**src/itlca_ram.sv**
```systemverilog
// ----------------------------------------------------------------------------
// itlca_ram
// Generic single-write, single-read RAM with registered read data.
// ----------------------------------------------------------------------------
module itlca_ram #(
	parameter int WIDTH = 8,
	parameter int DEPTH = 16
) (
	input  logic                     clk,
	input  logic                     we,
	input  logic [$clog2(DEPTH)-1:0] waddr,
	input  logic [WIDTH-1:0]         wdata,
	input  logic [$clog2(DEPTH)-1:0] raddr,
	output logic [WIDTH-1:0]         rdata
);
	logic [WIDTH-1:0] mem_q [DEPTH];

	always_ff @(posedge clk) begin
		if (we) begin
			mem_q[waddr] <= wdata;
		end
		rdata <= mem_q[raddr];
	end
endmodule

```
**config.mk**
```make
export PLATFORM = sky130hd
export DESIGN_NAME = itlca_ram
export DESIGN_NICKNAME = d
export VERILOG_FILES = /design/src/itlca_ram.sv
export SDC_FILE = /design/constraint.sdc
export NUM_CORES = 1
export LEC_CHECK = 0
export BUFFER_PORTS_ARGS = -buffer_cell sky130_fd_sc_hd__buf_2
export CAP_MARGIN = 20
export CORE_ASPECT_RATIO = 1.25
export CORE_MARGIN = 8
export CORE_UTILIZATION = 30
export DETAILED_ROUTE_END_ITERATION = 8
export GPL_TIMING_DRIVEN = 0
export SLEW_MARGIN = 20
export SYNTH_ARGS = -nofsm -noshare
export SYNTH_HDL_FRONTEND = slang
export SYNTH_SLANG_ARGS = --single-unit
```
**constraint.sdc**
```tcl
create_clock -name clk -period 1.6 [get_ports clk]
set_clock_uncertainty 0.1 [all_clocks]
set_input_delay 0.08 -clock clk [delete_from_list [all_inputs] [get_ports clk]]
set_output_delay 0.08 -clock clk [all_outputs]
set_load 0.01 [all_outputs]
```
Yosys cells after proc, flatten, opt, wreduce, memory -nomap -nowiden
Memory sizes are Yosys's and may differ from the RTL's. A register that Yosys moved wholly into a read port is not among the register bits.
Cells that the tools add are included.
{ "op_classes": {"bitwise_logic": 0, "n_addsub": 0, "multipliers": 0, "div": 0, "n_shift": 0, "order_cmp": 0, "n_eq_ne": 0, "muxes": 2, "n_reduce_logical": 0} }
{ "ops": {"columns": ["cell", "count"], "rows": [
  ["1-bit 2-to-1 mux", 2]
]} }
{ "totals": {"regBits": 0, "word_cells": 3, "mem_bits_ro": 0, "inputBits": 18, "latch_bits": 0, "ramBits": 128, "output_inout_bits": 8, "mem_count": 1} }
{ "memory_table": {"columns": ["memory", "depth", "word_bits", "read_ports", "rd_clocked_by_memory_dff", "write_ports", "line_no", "source"], "rows": [
  ["mem_q", 16, 8, 1, 1, 1, "16", "logic [WIDTH-1:0] mem_q [DEPTH];"]
]} }

Logic depth before layout (Yosys ltp)
Gate-level depths: netlist of the first run.
{ "logic_depth": {"ltp_word": 2, "ltp_mapped": 5, "mapped_depth_nobuf": 3} }

Least setup slack after synthesis of the first run
OpenSTA, ideal clock, no wires.
{ "synth_path": {"path_kind": "in2reg", "start": "input port waddr[2]", "end": "memory mem_q[0][0], enable pin", "path_buffers": 0, "stages": 2, "arrival_ps": 1190, "setup_ps": 383, "path_slack_ps": -73, "required_ps": 1117, "cell_sequence": "or3b_2 -> nor3_1"} }
{ "synth_lines": {"columns": ["element", "line_no", "source"], "rows": [
  ["start, declared", "11", "input logic [$clog2(DEPTH)-1:0] waddr,"],
  ["end, declared", "16", null]
]} }
No word-level cell before the write port.

==> impl_summary.md, run 1 <==
Run status
The run finished with clean final reports.

Synthesis
Of the total synthesized cell area, the portion taken by XOR and XNOR cells is 0. The share of synthesized area spent on multiplexers is 0.150. In this run, synthesis produced a sequential element count of 136. The post-synthesis area per instance is 22.5 µm². The synthesized-area fraction occupied by ao, oa, aoi and oai cells is 0.0233. The area of the mapped netlist is 0.00515 mm². The sequential fraction of the synthesis area is 0.778. Of the total synthesized cell area, the portion taken by AND, OR, NAND and NOR gates is 0.0318. The arithmetic-cell share of the synthesized area counting full adders, half adders and majority gates is 0.

In the synthesized netlist, the number of instances is 229. Yosys printed 0 warnings. After synthesis, the largest family of logic cells by area is multiplexers. The number of distinct library cells after synthesis is 19. When the netlist entered floorplanning its net count stood at 247.

Detailed routing
The pre-antenna-repair detailed-routing pass consisted of 7 iterations. After detailed routing, the number of vias per cell comes to 4.76. The final wirelength is 10500 µm. After detailed routing, the average wire length per cell comes to 20.5 µm. For this block, the via count after detailed routing is 2441. The number of remaining DRC errors is 0. The initial DRC count is 176. The post-detailed-route count of antenna-violating nets is 0.

CTS
The number of clock sinks is 136. After clock tree synthesis, the clock-pin slew on the worst setup and hold paths is 0.06 ns. The total number of H-tree levels is 4. The longest clock path from root to sink contains 2 buffers. The cell at the root of the clock tree is sky130_fd_sc_hd__clkbuf_16.

Clock latency on the worst-skew pair, taken at its later pin, is 0.42 ns. The clock tree from TritonCTS is built. In this run, CTS created clock tree buffers numbering 17.

Pwr
The overall power is 0.00876 W. For this design the static power due to leakage is 2.10 nW. The share of total power dissipated in the clock network is 0.496.

The internal power of the cells totals 0.00706 W. The share of total power in combinational logic is 0.047. The power density normalized to cell area is 1390 mW/mm². Of the total power, the share spent switching nets is 0.195. Across the VDD grid, the largest voltage drop is 0.000816 V. The portion of total power attributed to sequential cells is 0.457. The net switching power figure is 0.00170 W.

Timing
The final setup violation count is 0. The slew at the pin closest to its max-slew limit is 0.841 ns. Static timing analysis puts the maximum clock frequency at 653 MHz.

Setup repair after global routing left no endpoint under its margin. The time the final worst path needs with I/O delays and setup is 1.53 ns. In the finished design, the share of the clock period the worst path needs comes to 0.957.

The worst path meets setup with 0.0682 ns of slack. Headroom to the max-slew limit came out at 0.437. The count of final max-slew check failures is 0. The final hold violation count is 0.

Floorplan
Row generation in the floorplan step produced 53 rows. The area of the core is 0.0168 mm². The initial core utilization is 0.306. 26 I/O pins were placed. The width of the die is 133 µm. The die outline area is 0.0216 mm².

The die is 162 µm tall.

Final layout
The fraction of layout cells with a size suffix above 1 is 0.307. The final standard cell count with taps included and fillers excluded is 513. In the layout the commonest cells are sky130_fd_sc_hd__edfxtp_1 (128), sky130_fd_sc_hd__buf_2 (27), sky130_fd_sc_hd__mux4_2 (18). The most frequent standard cell in the layout excluding fill and tap cells is sky130_fd_sc_hd__edfxtp_1. Fill cells in the final layout number 1567. Measured on the finished design, the core utilization comes to 0.374. The synthesis-to-layout area growth is 22.5%. The final layout contains 298 nets. The count of antenna diodes in the layout is 0.

Global route
Entering global routing, the biggest net connects 17 pins. In the global route stage, overall resource usage came out at 0.103. The initial antenna violation count came to 0. The via count of the first global-routing pass came to 2558. Summed over all layers, the global routing overflow is 0. The global-route wire length before repair is 15900 µm.

Worst setup path
The setup slack on the worst flop-to-flop path is 0.07 ns. The worst path arrival time is 1.73 ns. The critical path starts at mem_q[1][1].

Along the worst path, the maximum fanout reaches 1. The worst register-to-register path ends at rdata[1]. Measured in cells, the most critical reg-to-reg path has a length of 3.

The kind of critical path is flop to flop. The worst setup path is captured at a flop. At the worst endpoint, the required time is 1.80 ns.

The worst setup path is launched from a flop. In this run the critical register-to-register path is launched from mem_q[1][1].

Place
The worst setup slack before clock tree synthesis is -0.297 ns. The number of buffers inserted by port buffering is 24. The routability congestion estimate from global placement is 0.863. The cell count after placement is 473. After legalization and detailed placement, the total HPWL measured 6720 µm.

Hold path
The hold-critical path depth is 2. The type of the most critical hold path is input port to flop. In this run the most critical hold path is launched from waddr[0]. The endpoint of the worst hold-timing path is mem_q[0][7].

Flow run
The max-cap check violation count is 0.
## critical path, cell delays in order (launching register included)
cell	delay [ns]
sky130_fd_sc_hd__edfxtp_1	0.37
sky130_fd_sc_hd__mux4_1	0.57
sky130_fd_sc_hd__a22oi_2	0.26
sky130_fd_sc_hd__nand2_1	0.10
## sequential cells by signal, summed over array words and instances (netlist names)
register  cells
mem_q       128
rdata         8
## worst max path at each step
stage                       end  slack (ns)
finish                 rdata[1]        0.07
floorplan           mem_q[3][0]        0.15
detailed placement  mem_q[2][2]       -0.30
global route           rdata[3]        0.02
global placement    mem_q[8][2]       -0.40
CTS                    rdata[1]        0.05
## repair_timing
item,in CTS,in global routing
hold endpoints to repair,128,0
setup endpoints to repair,1,0
buffers inserted,0,0
resized for setup,1,0
hold buffers,8,0
## cell type report
| type | instances | area [µm²] | share of cell area |
|---|---|---|---|
| buffer | 10 | 86.3 | 0.0137 |
| sequential | 136 | 4000 | 0.635 |
| multi-input combinational | 83 | 1080 | 0.172 |
| tap | 220 | 275 | 0.0437 |
| clock inverter | 15 | 231 | 0.0367 |
| clock buffer | 17 | 425 | 0.0675 |
| timing repair buffer | 32 | 200 | 0.0318 |
## synth_stat cells
library cell	n	area share
sky130_fd_sc_hd__nor2b_1	1	0.0012
sky130_fd_sc_hd__buf_6	3	0.0066
sky130_fd_sc_hd__nand3b_1	2	0.0029
sky130_fd_sc_hd__and2b_1	1	0.0015
sky130_fd_sc_hd__a22oi_1	16	0.023
sky130_fd_sc_hd__buf_2	3	0.0029
sky130_fd_sc_hd__mux4_2	18	0.079
sky130_fd_sc_hd__and2_1	1	0.0012
sky130_fd_sc_hd__dfxtp_1	8	0.031
sky130_fd_sc_hd__clkdlybuf4s25_2	3	0.0058
sky130_fd_sc_hd__nor3_1	4	0.0039
sky130_fd_sc_hd__nand2_1	9	0.0066
sky130_fd_sc_hd__mux4_1	14	0.071
sky130_fd_sc_hd__nand2b_1	2	0.0024
sky130_fd_sc_hd__or3b_2	1	0.0017
sky130_fd_sc_hd__edfxtp_1	128	0.75
sky130_fd_sc_hd__nor2_1	13	0.0095
sky130_fd_sc_hd__buf_4	1	0.0015
sky130_fd_sc_hd__nand3_1	1	0.00097
## power by group through the flow
stage               clock [W]  sequential (W)  combinational, W
global route          0.00453         0.00401          0.000443
CTS                   0.00439         0.00400          0.000420
detailed placement          0         0.00408          0.000400
finish                0.00434         0.00400          0.000413
floorplan                   0         0.00409          0.000202
global placement            0         0.00407          0.000388
## cells by family after synthesis
logic type | count (synthesis)
and+or+nand+nor | 35
AOI/OAI and AO/OA | 16
DFF | 136
muxes | 32
buffers and inverters | 10
## routing by layer
layer,global-route usage,routed length (µm)
met1,0.128,4570
met2,0.159,5050
met3,0.0361,740
met4,0.0445,154
met5,0,0
## per-stage QoR
step,hold slack [ns],instance area [µm²],setup TNS [ns]
after CTS,0.0794,6300,0
after detailed placement,0.381,5560,-10.09
after global placement,0.374,5550,-16.99
after floorplan,0.0789,5150,0
final,0.0853,6300,0
after global routing,0.0954,6300,0
No activity file was read; power rests on OpenSTA's default activity.
==> run 2: changes to the inputs <==
--- a/config.mk
+++ b/config.mk
@@ -12,6 +12,7 @@
 export CORE_UTILIZATION = 30
 export DETAILED_ROUTE_END_ITERATION = 8
 export GPL_TIMING_DRIVEN = 0
+export PLACE_DENSITY = 0.55
 export SLEW_MARGIN = 20
 export SYNTH_ARGS = -nofsm -noshare
 export SYNTH_HDL_FRONTEND = slang
==> run 2 against run 1 <==
Critical path depth is the same. First-iteration DRC count decreased by 14%. Final area is 2.5% lower. Sequential share of layout area increased by 1.6 points. Sequential cell count unchanged. Final cell count unchanged. Largest power group is now sequential cells. Routed wire length increased by 0.57%. Combinational power increased by 1%. Via count is 0.33% higher. Clock power decreased by 24%. Core utilization down 0.92 points.
==> impl_summary.md, run 2 (synthesis gave the netlist of run 1 again) <==
Run status
The flow ran to the end, and the final reports show no timing, DRC or antenna violations.

CTS
The clock tree from TritonCTS is built. The clock transition time at the flip-flop clock pins of the worst setup and hold paths came to 0.05 ns (about the same). The tree is rooted in a sky130_fd_sc_hd__clkbuf_16. The maximum buffer depth of the clock tree is 2 (unchanged). The clock network latency to the later pin of the worst-skew pair is 0.41 ns (about the same). The number of clock sinks is 136 (unchanged). The number of buffers inserted by post-CTS setup repair is 0 (unchanged). The number of buffers inserted during clock tree synthesis is 17 (unchanged).

The total number of H-tree levels came to 4 (unchanged).

Detailed routing
The initial DRC count is 152 (-14%). The total via count in the routed design is 2449 (+0.33%). The routed wire length on met3 is 760 µm (+2.7%). The mean number of vias per cell is 4.77 (+0.33%). The sum of met2 wire segment lengths after detailed routing came to 5050 µm (about the same). Routed signal wires occupy layers up through met4.

The detailed-route wire length per cell is 20.6 µm (+0.57%). The number of iterations in the first detailed-routing pass is 5 (-2). The final wirelength is 10600 µm (+0.57%). The total routed wire length on the met1 layer is 4560 µm (-0.11%).

The number of remaining DRC errors is 0 (unchanged). The post-detailed-route count of antenna-violating nets was 0 (unchanged).

Timing
Setup repair after global routing left no endpoint under its margin. The slew at the pin closest to its max-slew limit was 0.848 ns (+0.00667 ns). The final hold violation count is 0 (unchanged).

The count of final max-slew check failures is 0 (unchanged). The final setup violation count came to 0 (unchanged). The period utilization is 0.963 (+0.00536). The worst setup margin is 0.0597 ns (-0.00857 ns). The time the final worst path needs with I/O delays and setup is 1.54 ns (+0.00857 ns). The maximum clock rate is 649 MHz (-0.56%). The relative slew slack is 0.433 (-0.00446).

Pwr
The overall power came to 0.00770 W (-12%). The power density normalized to cell area is 1250 mW/mm² (-9.9%). The leakage dissipation came to 2.01 nW (-4.4%).

The largest voltage drop on the vdd net is 0.000808 V (-0.93%).

Place
The HPWL after detailed placement is 6700 µm (-0.23%). The cell count after placement was 473 (unchanged). The worst setup slack before clock tree synthesis is -0.297 ns (+0.000732 ns). The number of buffers inserted by port buffering came to 24 (unchanged). The routability congestion estimate from global placement was 0.781 (-9.5%).

The area of placed instances is 0.00556 mm² (unchanged).

Final layout
In the final layout, the registers with the most flip-flops are mem_q (128), rdata (8). The final standard cell count with taps included and fillers excluded was 513 (unchanged). Counting flops per register, the top entry is mem_q. The number of flip-flops in the largest register is 128 (unchanged). The count of antenna diodes in the layout is 0 (unchanged).

Leaving out fill and tap cells, the most frequent cells in the layout are sky130_fd_sc_hd__edfxtp_1 (128), sky130_fd_sc_hd__buf_2 (27), sky130_fd_sc_hd__mux4_2 (18). The post-route standard cell area excluding fillers is 0.00615 mm² (-2.5%). Leaving out fill and tap cells, the most frequent cell in the layout is sky130_fd_sc_hd__edfxtp_1. The filler cell count is 1596 (+1.9%).

The synthesis-to-layout area growth is 19.5%. The fraction of layout cells with a size suffix above 1 is 0.266 (-0.0410). The net count of the finished layout is 298 (unchanged).

Floorplan
The width of the die is 133 µm (unchanged). The total I/O pin count is 26 (unchanged). The area of the core is 0.0168 mm² (unchanged). The die outline area was 0.0216 mm² (unchanged). The standard-cell row count is 53 (unchanged). The die height is 162 µm (unchanged). The initial core utilization was 0.306 (unchanged).

Flow run
The max-cap check violation count is 0 (unchanged).

Global route
The global-route wire length before repair is 15800 µm (-1.1%). The via count of the first global-routing pass was 2582 (+0.94%). The sum of overflow across all layers after global routing was 0 (unchanged). The maximum number of pins on one net before global-route repair is 17 (unchanged). The initial antenna violation count was 0 (unchanged). The total track usage is 0.102 (-0.000280).

Hold path
The hold-critical path depth was 2 (unchanged). The type of the most critical hold path is input port to flop.

Worst setup path
The highest net fanout along the worst path is 1 (unchanged). The number of cell instances on the worst register-to-register path is 3 (unchanged). The data required time of the worst path came to 1.78 ns (-0.02 ns). The worst path arrival time is 1.72 ns (about the same).

The kind of critical path is flop to flop. The type of element capturing the critical path is a flop. The kind of start point of the critical path is a flop.
run 2: metal layers:
| layer | up-vias | track usage |
|---|---|---|
| met5 | - | 0 |
| met4 | 0 | 0.0522 |
| met3 | 15 | 0.0398 |
| met2 | 82 | 0.158 |
| met1 | 1276 | 0.123 |
| li1 | 1076 | - |
run 2: path summary, 6_finish.rpt:
path	end	slack [ns]	startpoint
worst max-delay path	rdata[1]	0.06	mem_q[1][1]
worst min-delay path	mem_q[0][4]	0.12	waddr[0]
worst max register to register	rdata[1]	0.06	mem_q[1][1]
worst min register to register	rdata[2]	0.60	mem_q[14][2]
run 2: worst max-delay path, cell delays in order (launching register included):
cell	delay (ns)
sky130_fd_sc_hd__edfxtp_1	0.36
sky130_fd_sc_hd__mux4_1	0.57
sky130_fd_sc_hd__a22oi_2	0.28
sky130_fd_sc_hd__nand2_1	0.10
run 2: layout make-up:
class / instances / area, µm² / area share
sequential: 136 / 4000 / 0.651
multi-input combinational: 83 / 1090 / 0.178
clock buffer: 31 / 488 / 0.0793
tap: 220 / 275 / 0.0448
timing repair buffer: 32 / 200 / 0.0326
buffer: 10 / 86.3 / 0.0140
clock inverter: 1 / 3.75 / 0.000610
run 2: power breakdown:
group	internal, W	leakage (nW)	total (W)	switching (W)
logic	0.000174	0.554	0.000419	0.000245
registers	0.00399	1.22	0.00400	0.0000167
clock network	0.00202	0.234	0.00328	0.00126
total	0.00618	2.01	0.00770	0.00152
run 2: what timing repair did:
item	in CTS	in global routing
endpoints found under the hold margin	128	0
resized for setup	1	2
cloned	0	0
hold buffers	8	0
pin swaps	0	0
endpoints found under the setup margin	1	2
run 2: through the flow:
stage                     TNS, ns  hold WS [ns]  utilization
after floorplan                 0        0.0789            -
after global placement     -21.14         0.377        0.329
after detailed placement   -12.81         0.380        0.330
after CTS                       0        0.0900        0.365
after global routing            0         0.113        0.365
final                           0         0.118        0.365
